**config.mk**
```make
export PLATFORM = sky130hd
export DESIGN_NAME = encoder_speed_position_estimator
export DESIGN_NICKNAME = d
export VERILOG_FILES = /design/src/espe_pkg.sv /design/src/espe_regs.sv /design/src/espe_div.sv /design/src/encoder_speed_position_estimator.sv
export SDC_FILE = /design/constraint.sdc
export NUM_CORES = 2
export LEC_CHECK = 0
export BUFFER_PORTS_ARGS = -buffer_cell sky130_fd_sc_hd__buf_2
export CAP_MARGIN = 20
export CORE_MARGIN = 2
export CORE_UTILIZATION = 40
export CTS_CLUSTER_DIAMETER = 150
export DETAILED_ROUTE_END_ITERATION = 8
export GPL_ROUTABILITY_DRIVEN = 0
export SKIP_CTS_REPAIR_TIMING = 1
export SKIP_LAST_GASP = 1
export SLEW_MARGIN = 20
export SYNTH_ARGS = -nofsm -noshare
export SYNTH_HDL_FRONTEND = slang
export SYNTH_HIERARCHICAL = 1
export SYNTH_SLANG_ARGS = --single-unit
export TNS_END_PERCENT = 30
```
**constraint.sdc**
```tcl
create_clock -name clk -period 10.7 [get_ports clk]
set_input_delay 0.535 -clock clk [delete_from_list [all_inputs] [get_ports clk]]
set_output_delay 0.535 -clock clk [all_outputs]
set_load 0.05 [all_outputs]
```
**src/espe_pkg.sv**
```systemverilog
`default_nettype none

package espe_pkg;

  // APB register map
  localparam int ADDR_W = 3;
  localparam int DATA_W = 32;
  localparam logic REG_COUNTS_PER_REV   = 1'b0;
  localparam logic REG_SAMPLE_PERIOD_US = 1'b1;

  localparam logic [15:0] COUNTS_PER_REV_RST   = 16'd1000;
  localparam logic [19:0] SAMPLE_PERIOD_US_RST = 20'd10000;

  // Fixed-point scale factors: 60 s * 1e6 us * 16, and 360 deg * 16
  localparam logic [29:0] SPEED_SCALE = 30'd960000000;
  localparam logic [29:0] POS_SCALE   = 30'd5760;

  // Shared divider geometry
  localparam int DIVIDEND_W = 64;
  localparam int DIVISOR_W  = 36;
  localparam int STEP_W     = $clog2(DIVIDEND_W);
  localparam logic [STEP_W-1:0] STEP_LAST = STEP_W'(DIVIDEND_W - 1);

  typedef enum logic [1:0] {
    OP_TICK      = 2'd0,
    OP_WRAP      = 2'd1,
    OP_RESET_POS = 2'd2
  } opcode_t;

  typedef struct packed {
    logic [1:0]  opcode;
    logic [15:0] count_value;
    logic        count_up;
  } in_item_t;

  typedef struct packed {
    logic signed [31:0] speed_rpm_q4;
    logic signed [31:0] extended_count;
    logic signed [31:0] position_deg_q4;
  } out_item_t;

  typedef struct packed {
    logic busy;
    logic done;
  } div_status_t;

  typedef enum logic [2:0] {
    ST_IDLE,
    ST_PROD,
    ST_SUM,
    ST_MUL_SPD,
    ST_DIV_SPD,
    ST_MUL_POS,
    ST_DIV_POS,
    ST_OUT
  } state_t;

endpackage

`default_nettype wire

```
**src/espe_regs.sv**
```systemverilog
`default_nettype none

module espe_regs import espe_pkg::*; (
  input  wire logic              clk,
  input  wire logic              rst,
  input  wire logic              psel,
  input  wire logic              penable,
  input  wire logic              pwrite,
  input  wire logic [ADDR_W-1:0] paddr,
  input  wire logic [DATA_W-1:0] pwdata,
  output logic      [DATA_W-1:0] prdata,
  output logic      [15:0]       counts_per_rev,
  output logic      [19:0]       sample_period_us
);

  logic wr_en;
  logic reg_sel;

  assign wr_en   = psel & penable & pwrite;
  assign reg_sel = paddr[2];

  // Update the selected register on the access phase of a write
  always_ff @(posedge clk) begin
    if (rst) begin
      counts_per_rev   <= COUNTS_PER_REV_RST;
      sample_period_us <= SAMPLE_PERIOD_US_RST;
    end else if (wr_en) begin
      case (reg_sel)
        REG_COUNTS_PER_REV:   counts_per_rev   <= pwdata[15:0];
        REG_SAMPLE_PERIOD_US: sample_period_us <= pwdata[19:0];
        default: ;
      endcase
    end
  end

  // Read back
  always_comb begin
    case (reg_sel)
      REG_COUNTS_PER_REV:   prdata = {16'd0, counts_per_rev};
      REG_SAMPLE_PERIOD_US: prdata = {12'd0, sample_period_us};
      default:              prdata = '0;
    endcase
  end

endmodule

`default_nettype wire

```
**src/espe_div.sv**
```systemverilog
`default_nettype none

module espe_div import espe_pkg::*; (
  input  wire logic                  clk,
  input  wire logic                  rst,
  input  wire logic                  start,
  input  wire logic [DIVIDEND_W-1:0] dividend,
  input  wire logic [DIVISOR_W-1:0]  divisor,
  output logic      [DIVIDEND_W-1:0] quotient,
  output div_status_t                status
);

  logic [DIVIDEND_W-1:0] num;
  logic [DIVISOR_W-1:0]  rem;
  logic [DIVISOR_W-1:0]  dvs;
  logic [STEP_W-1:0]     step;
  logic                  busy;
  logic                  done;

  logic [DIVISOR_W:0]    trial;
  logic [DIVISOR_W:0]    diff;
  logic                  fits;
  logic [DIVISOR_W-1:0]  rem_next;

  // One restoring step: shift in the next dividend bit, subtract if it fits
  always_comb begin
    trial    = {rem, num[DIVIDEND_W-1]};
    diff     = trial - {1'b0, dvs};
    fits     = (trial >= {1'b0, dvs});
    rem_next = fits ? diff[DIVISOR_W-1:0] : trial[DIVISOR_W-1:0];
  end

  // Sequencing flags
  always_ff @(posedge clk) begin
    if (rst) begin
      busy <= 1'b0;
      done <= 1'b0;
      step <= '0;
    end else begin
      done <= 1'b0;
      if (start) begin
        busy <= 1'b1;
        step <= '0;
      end else if (busy) begin
        step <= step + 1'b1;
        if (step == STEP_LAST) begin
          busy <= 1'b0;
          done <= 1'b1;
        end
      end
    end
  end

  // Shift quotient bits into the dividend register as it empties
  always_ff @(posedge clk) begin
    if (start) begin
      num <= dividend;
      rem <= '0;
      dvs <= divisor;
    end else if (busy) begin
      num <= {num[DIVIDEND_W-2:0], fits};
      rem <= rem_next;
    end
  end

  assign quotient    = num;
  assign status.busy = busy;
  assign status.done = done;

endmodule

`default_nettype wire

```
**src/encoder_speed_position_estimator.sv**
```systemverilog
// Timing: a tick runs the speed and then the position division (each skipped when
//   its divisor is zero), then loads the output; wrap/reset requests act on acceptance.
// Ticks do not overlap: two 64-step divisions run on one restoring divider shared
//   by speed and position; in_stall is high while a tick runs.
// Reset: synchronous active-high rst clears the revolution counters, the stored count
//   and the output valid, and loads counts_per_rev = 1000, sample_period_us = 10000.
`default_nettype none

module encoder_speed_position_estimator import espe_pkg::*; (
  input  wire logic              clk,
  input  wire logic              rst,
  input  wire logic              in_valid,
  output logic                   in_stall,
  input  wire in_item_t          in_data,
  output logic                   out_valid,
  input  wire logic              out_stall,
  output out_item_t              out_data,
  input  wire logic              psel,
  input  wire logic              penable,
  input  wire logic              pwrite,
  input  wire logic [ADDR_W-1:0] paddr,
  input  wire logic [DATA_W-1:0] pwdata,
  output logic      [DATA_W-1:0] prdata,
  output logic                   pready
);

  function automatic logic signed [31:0] sat_apply(input logic neg,
                                                   input logic [DIVIDEND_W-1:0] mag);
    logic signed [31:0] res;
    if (!neg) begin
      res = (mag > 64'h7FFF_FFFF) ? 32'sh7FFF_FFFF : $signed(mag[31:0]);
    end else begin
      res = (mag > 64'h8000_0000) ? 32'sh8000_0000 : $signed(32'd0 - mag[31:0]);
    end
    return res;
  endfunction

  logic [15:0] counts_per_rev;
  logic [19:0] sample_period_us;

  state_t state;
  state_t state_next;

  logic [15:0]        previous_count;
  logic [15:0]        speed_revolutions;
  logic [15:0]        position_revolutions;
  logic [15:0]        cnt;
  logic signed [32:0] prod_spd;
  logic signed [32:0] prod_pos;
  logic [35:0]        per_cpr;
  logic signed [33:0] delta;
  logic signed [31:0] ext;
  logic signed [31:0] speed;
  logic signed [31:0] pos;

  logic               in_accept;
  logic               out_free;
  logic               div_start;
  logic               load_out;
  logic               spd_ok;
  logic               pos_ok;
  logic [33:0]        delta_abs;
  logic [31:0]        ext_abs;
  logic [31:0]        mul_a;
  logic [29:0]        mul_b;
  logic [61:0]        mul_p;
  logic [DIVISOR_W-1:0]  div_divisor;
  logic [DIVIDEND_W-1:0] div_quot;
  div_status_t           div_stat;

  espe_regs u_regs (
    .clk              (clk),
    .rst              (rst),
    .psel             (psel),
    .penable          (penable),
    .pwrite           (pwrite),
    .paddr            (paddr),
    .pwdata           (pwdata),
    .prdata           (prdata),
    .counts_per_rev   (counts_per_rev),
    .sample_period_us (sample_period_us)
  );

  assign pready = 1'b1;

  espe_div u_div (
    .clk      (clk),
    .rst      (rst),
    .start    (div_start),
    .dividend ({2'b00, mul_p}),
    .divisor  (div_divisor),
    .quotient (div_quot),
    .status   (div_stat)
  );

  assign in_accept = in_valid & ~in_stall;
  assign out_free  = ~out_valid | ~out_stall;
  assign spd_ok    = (per_cpr != 36'd0);
  assign pos_ok    = (counts_per_rev != 16'd0);

  // Magnitudes and the shared scale multiplier
  always_comb begin
    delta_abs   = delta[33] ? (34'd0 - delta) : delta;
    ext_abs     = ext[31] ? (32'd0 - ext) : ext;
    mul_a       = (state == ST_MUL_SPD) ? delta_abs[31:0] : ext_abs;
    mul_b       = (state == ST_MUL_SPD) ? SPEED_SCALE : POS_SCALE;
    mul_p       = 62'(mul_a) * 62'(mul_b);
    div_divisor = (state == ST_MUL_SPD) ? per_cpr : {20'd0, counts_per_rev};
  end

  // Next state
  always_comb begin
    state_next = state;
    case (state)
      ST_IDLE:    if (in_valid && in_data.opcode == OP_TICK) state_next = ST_PROD;
      ST_PROD:    state_next = ST_SUM;
      ST_SUM:     state_next = ST_MUL_SPD;
      ST_MUL_SPD: state_next = spd_ok ? ST_DIV_SPD : ST_MUL_POS;
      ST_DIV_SPD: if (div_stat.done) state_next = ST_MUL_POS;
      ST_MUL_POS: state_next = pos_ok ? ST_DIV_POS : ST_OUT;
      ST_DIV_POS: if (div_stat.done) state_next = ST_OUT;
      ST_OUT:     if (out_free) state_next = ST_IDLE;
      default:    state_next = ST_IDLE;
    endcase
  end

  // Control outputs
  always_comb begin
    in_stall  = (state != ST_IDLE);
    div_start = ((state == ST_MUL_SPD) && spd_ok) || ((state == ST_MUL_POS) && pos_ok);
    load_out  = (state == ST_OUT) && out_free;
  end

  always_ff @(posedge clk) begin
    if (rst) begin
      state <= ST_IDLE;
    end else begin
      state <= state_next;
    end
  end

  // Revolution counters and stored count
  always_ff @(posedge clk) begin
    if (rst) begin
      previous_count       <= '0;
      speed_revolutions    <= '0;
      position_revolutions <= '0;
    end else if (in_accept && in_data.opcode == OP_WRAP) begin
      if (in_data.count_up) begin
        speed_revolutions    <= speed_revolutions + 16'd1;
        position_revolutions <= position_revolutions + 16'd1;
      end else begin
        speed_revolutions    <= speed_revolutions - 16'd1;
        position_revolutions <= position_revolutions - 16'd1;
      end
    end else if (in_accept && in_data.opcode == OP_RESET_POS) begin
      position_revolutions <= '0;
    end else if (state == ST_SUM) begin
      previous_count    <= cnt;
      speed_revolutions <= '0;
    end
  end

  // Tick datapath
  always_ff @(posedge clk) begin
    if (in_accept) begin
      cnt <= in_data.count_value;
    end
    if (state == ST_PROD) begin
      prod_spd <= 33'($signed(speed_revolutions)) * 33'($signed({1'b0, counts_per_rev}));
      prod_pos <= 33'($signed(position_revolutions)) * 33'($signed({1'b0, counts_per_rev}));
      per_cpr  <= 36'(sample_period_us) * 36'(counts_per_rev);
    end
    if (state == ST_SUM) begin
      delta <= $signed({18'd0, cnt}) - $signed({18'd0, previous_count})
               + $signed({prod_spd[32], prod_spd});
      ext   <= 32'($signed({1'b0, cnt}) + prod_pos);
    end
    if (state == ST_MUL_SPD && !spd_ok) begin
      speed <= '0;
    end else if (state == ST_DIV_SPD && div_stat.done) begin
      speed <= sat_apply(delta[33], div_quot);
    end
    if (state == ST_MUL_POS && !pos_ok) begin
      pos <= '0;
    end else if (state == ST_DIV_POS && div_stat.done) begin
      pos <= sat_apply(ext[31], div_quot);
    end
  end

  // Output register
  always_ff @(posedge clk) begin
    if (rst) begin
      out_valid <= 1'b0;
    end else if (load_out) begin
      out_valid <= 1'b1;
    end else if (!out_stall) begin
      out_valid <= 1'b0;
    end
  end

  always_ff @(posedge clk) begin
    if (load_out) begin
      out_data.speed_rpm_q4    <= speed;
      out_data.extended_count  <= ext;
      out_data.position_deg_q4 <= pos;
    end
  end

endmodule

`default_nettype wire
```
==> results.md <==
* Switching pwr at 8220 uW
* Slowest Stage Delay on Critical Path at 590 ps
* FMAX at 97.85 MHz
* Worst r2r src: ext[3]
* Crit path from: ext[3]
* Grt total ovfl at 0
* Area grow syn2layout at 8.072%
* Cell area after synthesis at 72730 sq um
* Final count of pins violating max slew at 0
* CTS tree: done
* Worst slew margin at 0.2912
* RR Endpoint: u_div/quotient[61]
* Setup TNS Final at 0 ps
* Finished Layout Cells at 10110
* Clock skew at 39.52 ps
* Slew of the pin with the lowest slew margin at 1036 ps
* Dpl hpwl at 150700 microns
* Req. time, crit path at 11140 ps
* Routing usage on met2 at 0.3736
* First DRT Iteration DRCs at 3511
* Worst setup path endpoint: u_div/quotient[61]
* CTS Buf Count at 73
* Most frequent CP cell: fa_1
* H-Tree Depth at 3
* Hold_ws at 28.31 ps
* Hold Violations, Final at 0
* Global-route wire length before repair at 311200 microns
* Io pins at 192
* Pin count of the biggest net entering global routing at 88
* TritonCTS Sinks at 574
* Final min period at 10220 ps
* Vias in the first global route at 56380
* Lkg Pwr at 0.03751 uW
* Max-cap violations at 0
* Fraction of layout instances using a drive strength above 1 at 0.06980
* Drt first pass iters at 5
* Port bufs at 164
* Arr. time, crit path at 10660 ps
* Met1 Use GR at 0.2671
* Outcome: completed
* Clock share of power at 0.145
* Dpl cells at 9955
* Initial core utilization at 0.4024
* Sw frac at 0.4784
* CP max stage cell: or4_1
* Syn Area/Cell at 9.526 sq um
* Final nets at 9556
* Die width at 430.4 microns
* Insertion delay to the later sink of the worst-skew pair at 700 ps
* Syn Inst Count at 7635
* Die Y-Extent at 430.4 microns
* Placement Rows at 156
* Maximum root-to-sink buffer count at 3
* Detailed-route DRC error count at 0
* Drt total wl at 192500 microns
* Most Crowded Layer GR: met2
* Internal power at 8961 uW
* Core Footprint at 180700 sq um
* Setup CP Type: flop to flop
* Clock-pin slew on the worst setup and hold paths at 60 ps
* Combinational share of power at 0.680
* Cells on worst reg2reg path at 32
* Hold WC Path Type: input port to flop
* Worst VDD drop at 0.3705 mV
* Die area at 185200 sq um
* Vias at 53150
* Routed WL per cell at 19.05 microns
* Root Buffer: clkbuf_16
* DR vias/cell at 5.258
* YS warnings at 6
* GR Layer Usage met3 at 0.02946
* PwrDens at 218.6 nW/um^2
* Critical path fanouts, max at 6
* Tcrit/Tclk final at 0.9551
* Tot GR Track Use at 0.2121
* Setup violations, final at 0
* Kind of start point of the critical path: flop
* RSZ-0062 raised after global routing: no
* Slack of the worst reg-to-reg path at 480 ps
* DRT antenna net count at 0
* Crit path capture type: flop
* Share of power burned in registers at 0.175
* Initial antenna violation count at 9
==> how the worst min path moves through the flow <==
stage                   endpoint  slack, ps        from  cells after the start
global placement    out_data[95]        420   speed[31]                      0
floorplan            out_data[1]        410      pos[1]                      0
finish                    cnt[7]         30  in_data[8]                      1
CTS                       cnt[2]        -50  in_data[3]                      1
detailed placement  out_data[95]        420   speed[31]                      0
global route              cnt[7]          3  in_data[8]                      1
==> power by group through the flow <==
stage / Combinational, uW / Clock, uW / Sequential (uW)
2_1_floorplan: 8830 / 0 / 2920
3_3_place_gp: 11600 / 0 / 3040
4_1_cts: 11800 / 2580 / 3000
6_report: 11700 / 2500 / 3000
5_1_grt: 13400 / 2650 / 3030
3_5_place_dp: 11700 / 0 / 3040
==> metrics by stage <==
step,util,worst slack [ps],area (sq um),power (uW)
3_5_place_dp,0.4204,355.3,75990,14730
2_1_floorplan,-,1382,72800,11760
6_report,0.4349,480.4,78600,17180
3_3_place_gp,0.4203,405.1,75980,14650
4_1_cts,0.4339,293.2,78430,17370
5_1_grt,0.4348,2.883,78590,19030
==> final cells by class <==
class	count	area [sq um]
Multi-Input combinational cell	5421	51220
Fill cell	17430	102100
Clock inverter	34	399.1
Inverter	1338	5024
Sequential cell	574	15300
Antenna cell	3	7.507
Timing Repair Buffer	267	1643
Clock buffer	102	2039
Tap cell	2370	2965
==> layout by cell type, fill, tap and decap left out, drive strengths merged, types with 35 or more instances in the layout <==
master / instances
a211oi: 62
a21o: 109
a21oi: 339
and2: 363
and3: 40
buf: 253
clkbuf: 102
dfxtp: 196
edfxtp: 378
fa: 953
ha: 867
inv: 1344
mux2: 81
mux2i: 61
nand2: 799
nand2b: 114
nand3: 115
nor2: 362
nor3: 71
nor4: 38
o21a: 37
o21ai: 198
o21bai: 35
or3: 47
xnor2: 193
xor2: 128
==> critical path: cells and delay by family, from the launching register on <==
family	cells	cell delay [ps]
adders and majority gates	9	3930
and+or+nand+nor	6	2370
xor gates and xnor gates	2	210
buffers and inverters	4	200
AOI/OAI and AO/OA	10	2500
DFF	1	480
muxes	1	260
==> state kept, by name (all words and copies together) (netlist names), 3 cells and up <==
| signal | cells |
|---|---|
| pos | 32 |
| u_div/dvs | 36 |
| previous_count | 16 |
| state | 3 |
| u_div/rem | 36 |
| position_revolutions | 16 |
| speed_revolutions | 16 |
| u_regs/counts_per_rev | 16 |
| u_regs/sample_period_us | 20 |
| delta | 33 |
| prod_pos | 32 |
| speed | 32 |
| ext | 32 |
| per_cpr | 36 |
| u_div/step | 6 |
| prod_spd | 33 |
| u_div/quotient | 64 |
| out_data | 96 |
| cnt | 16 |
==> layer usage <==
layer / up-vias / routed length, microns
li1: 24880 / -
met3: 302 / 10590
met1: 26540 / 80530
met5: - / 27
met4: 4 / 6672
met2: 1422 / 94710
Note: power is estimated with default switching activity, not from simulation.
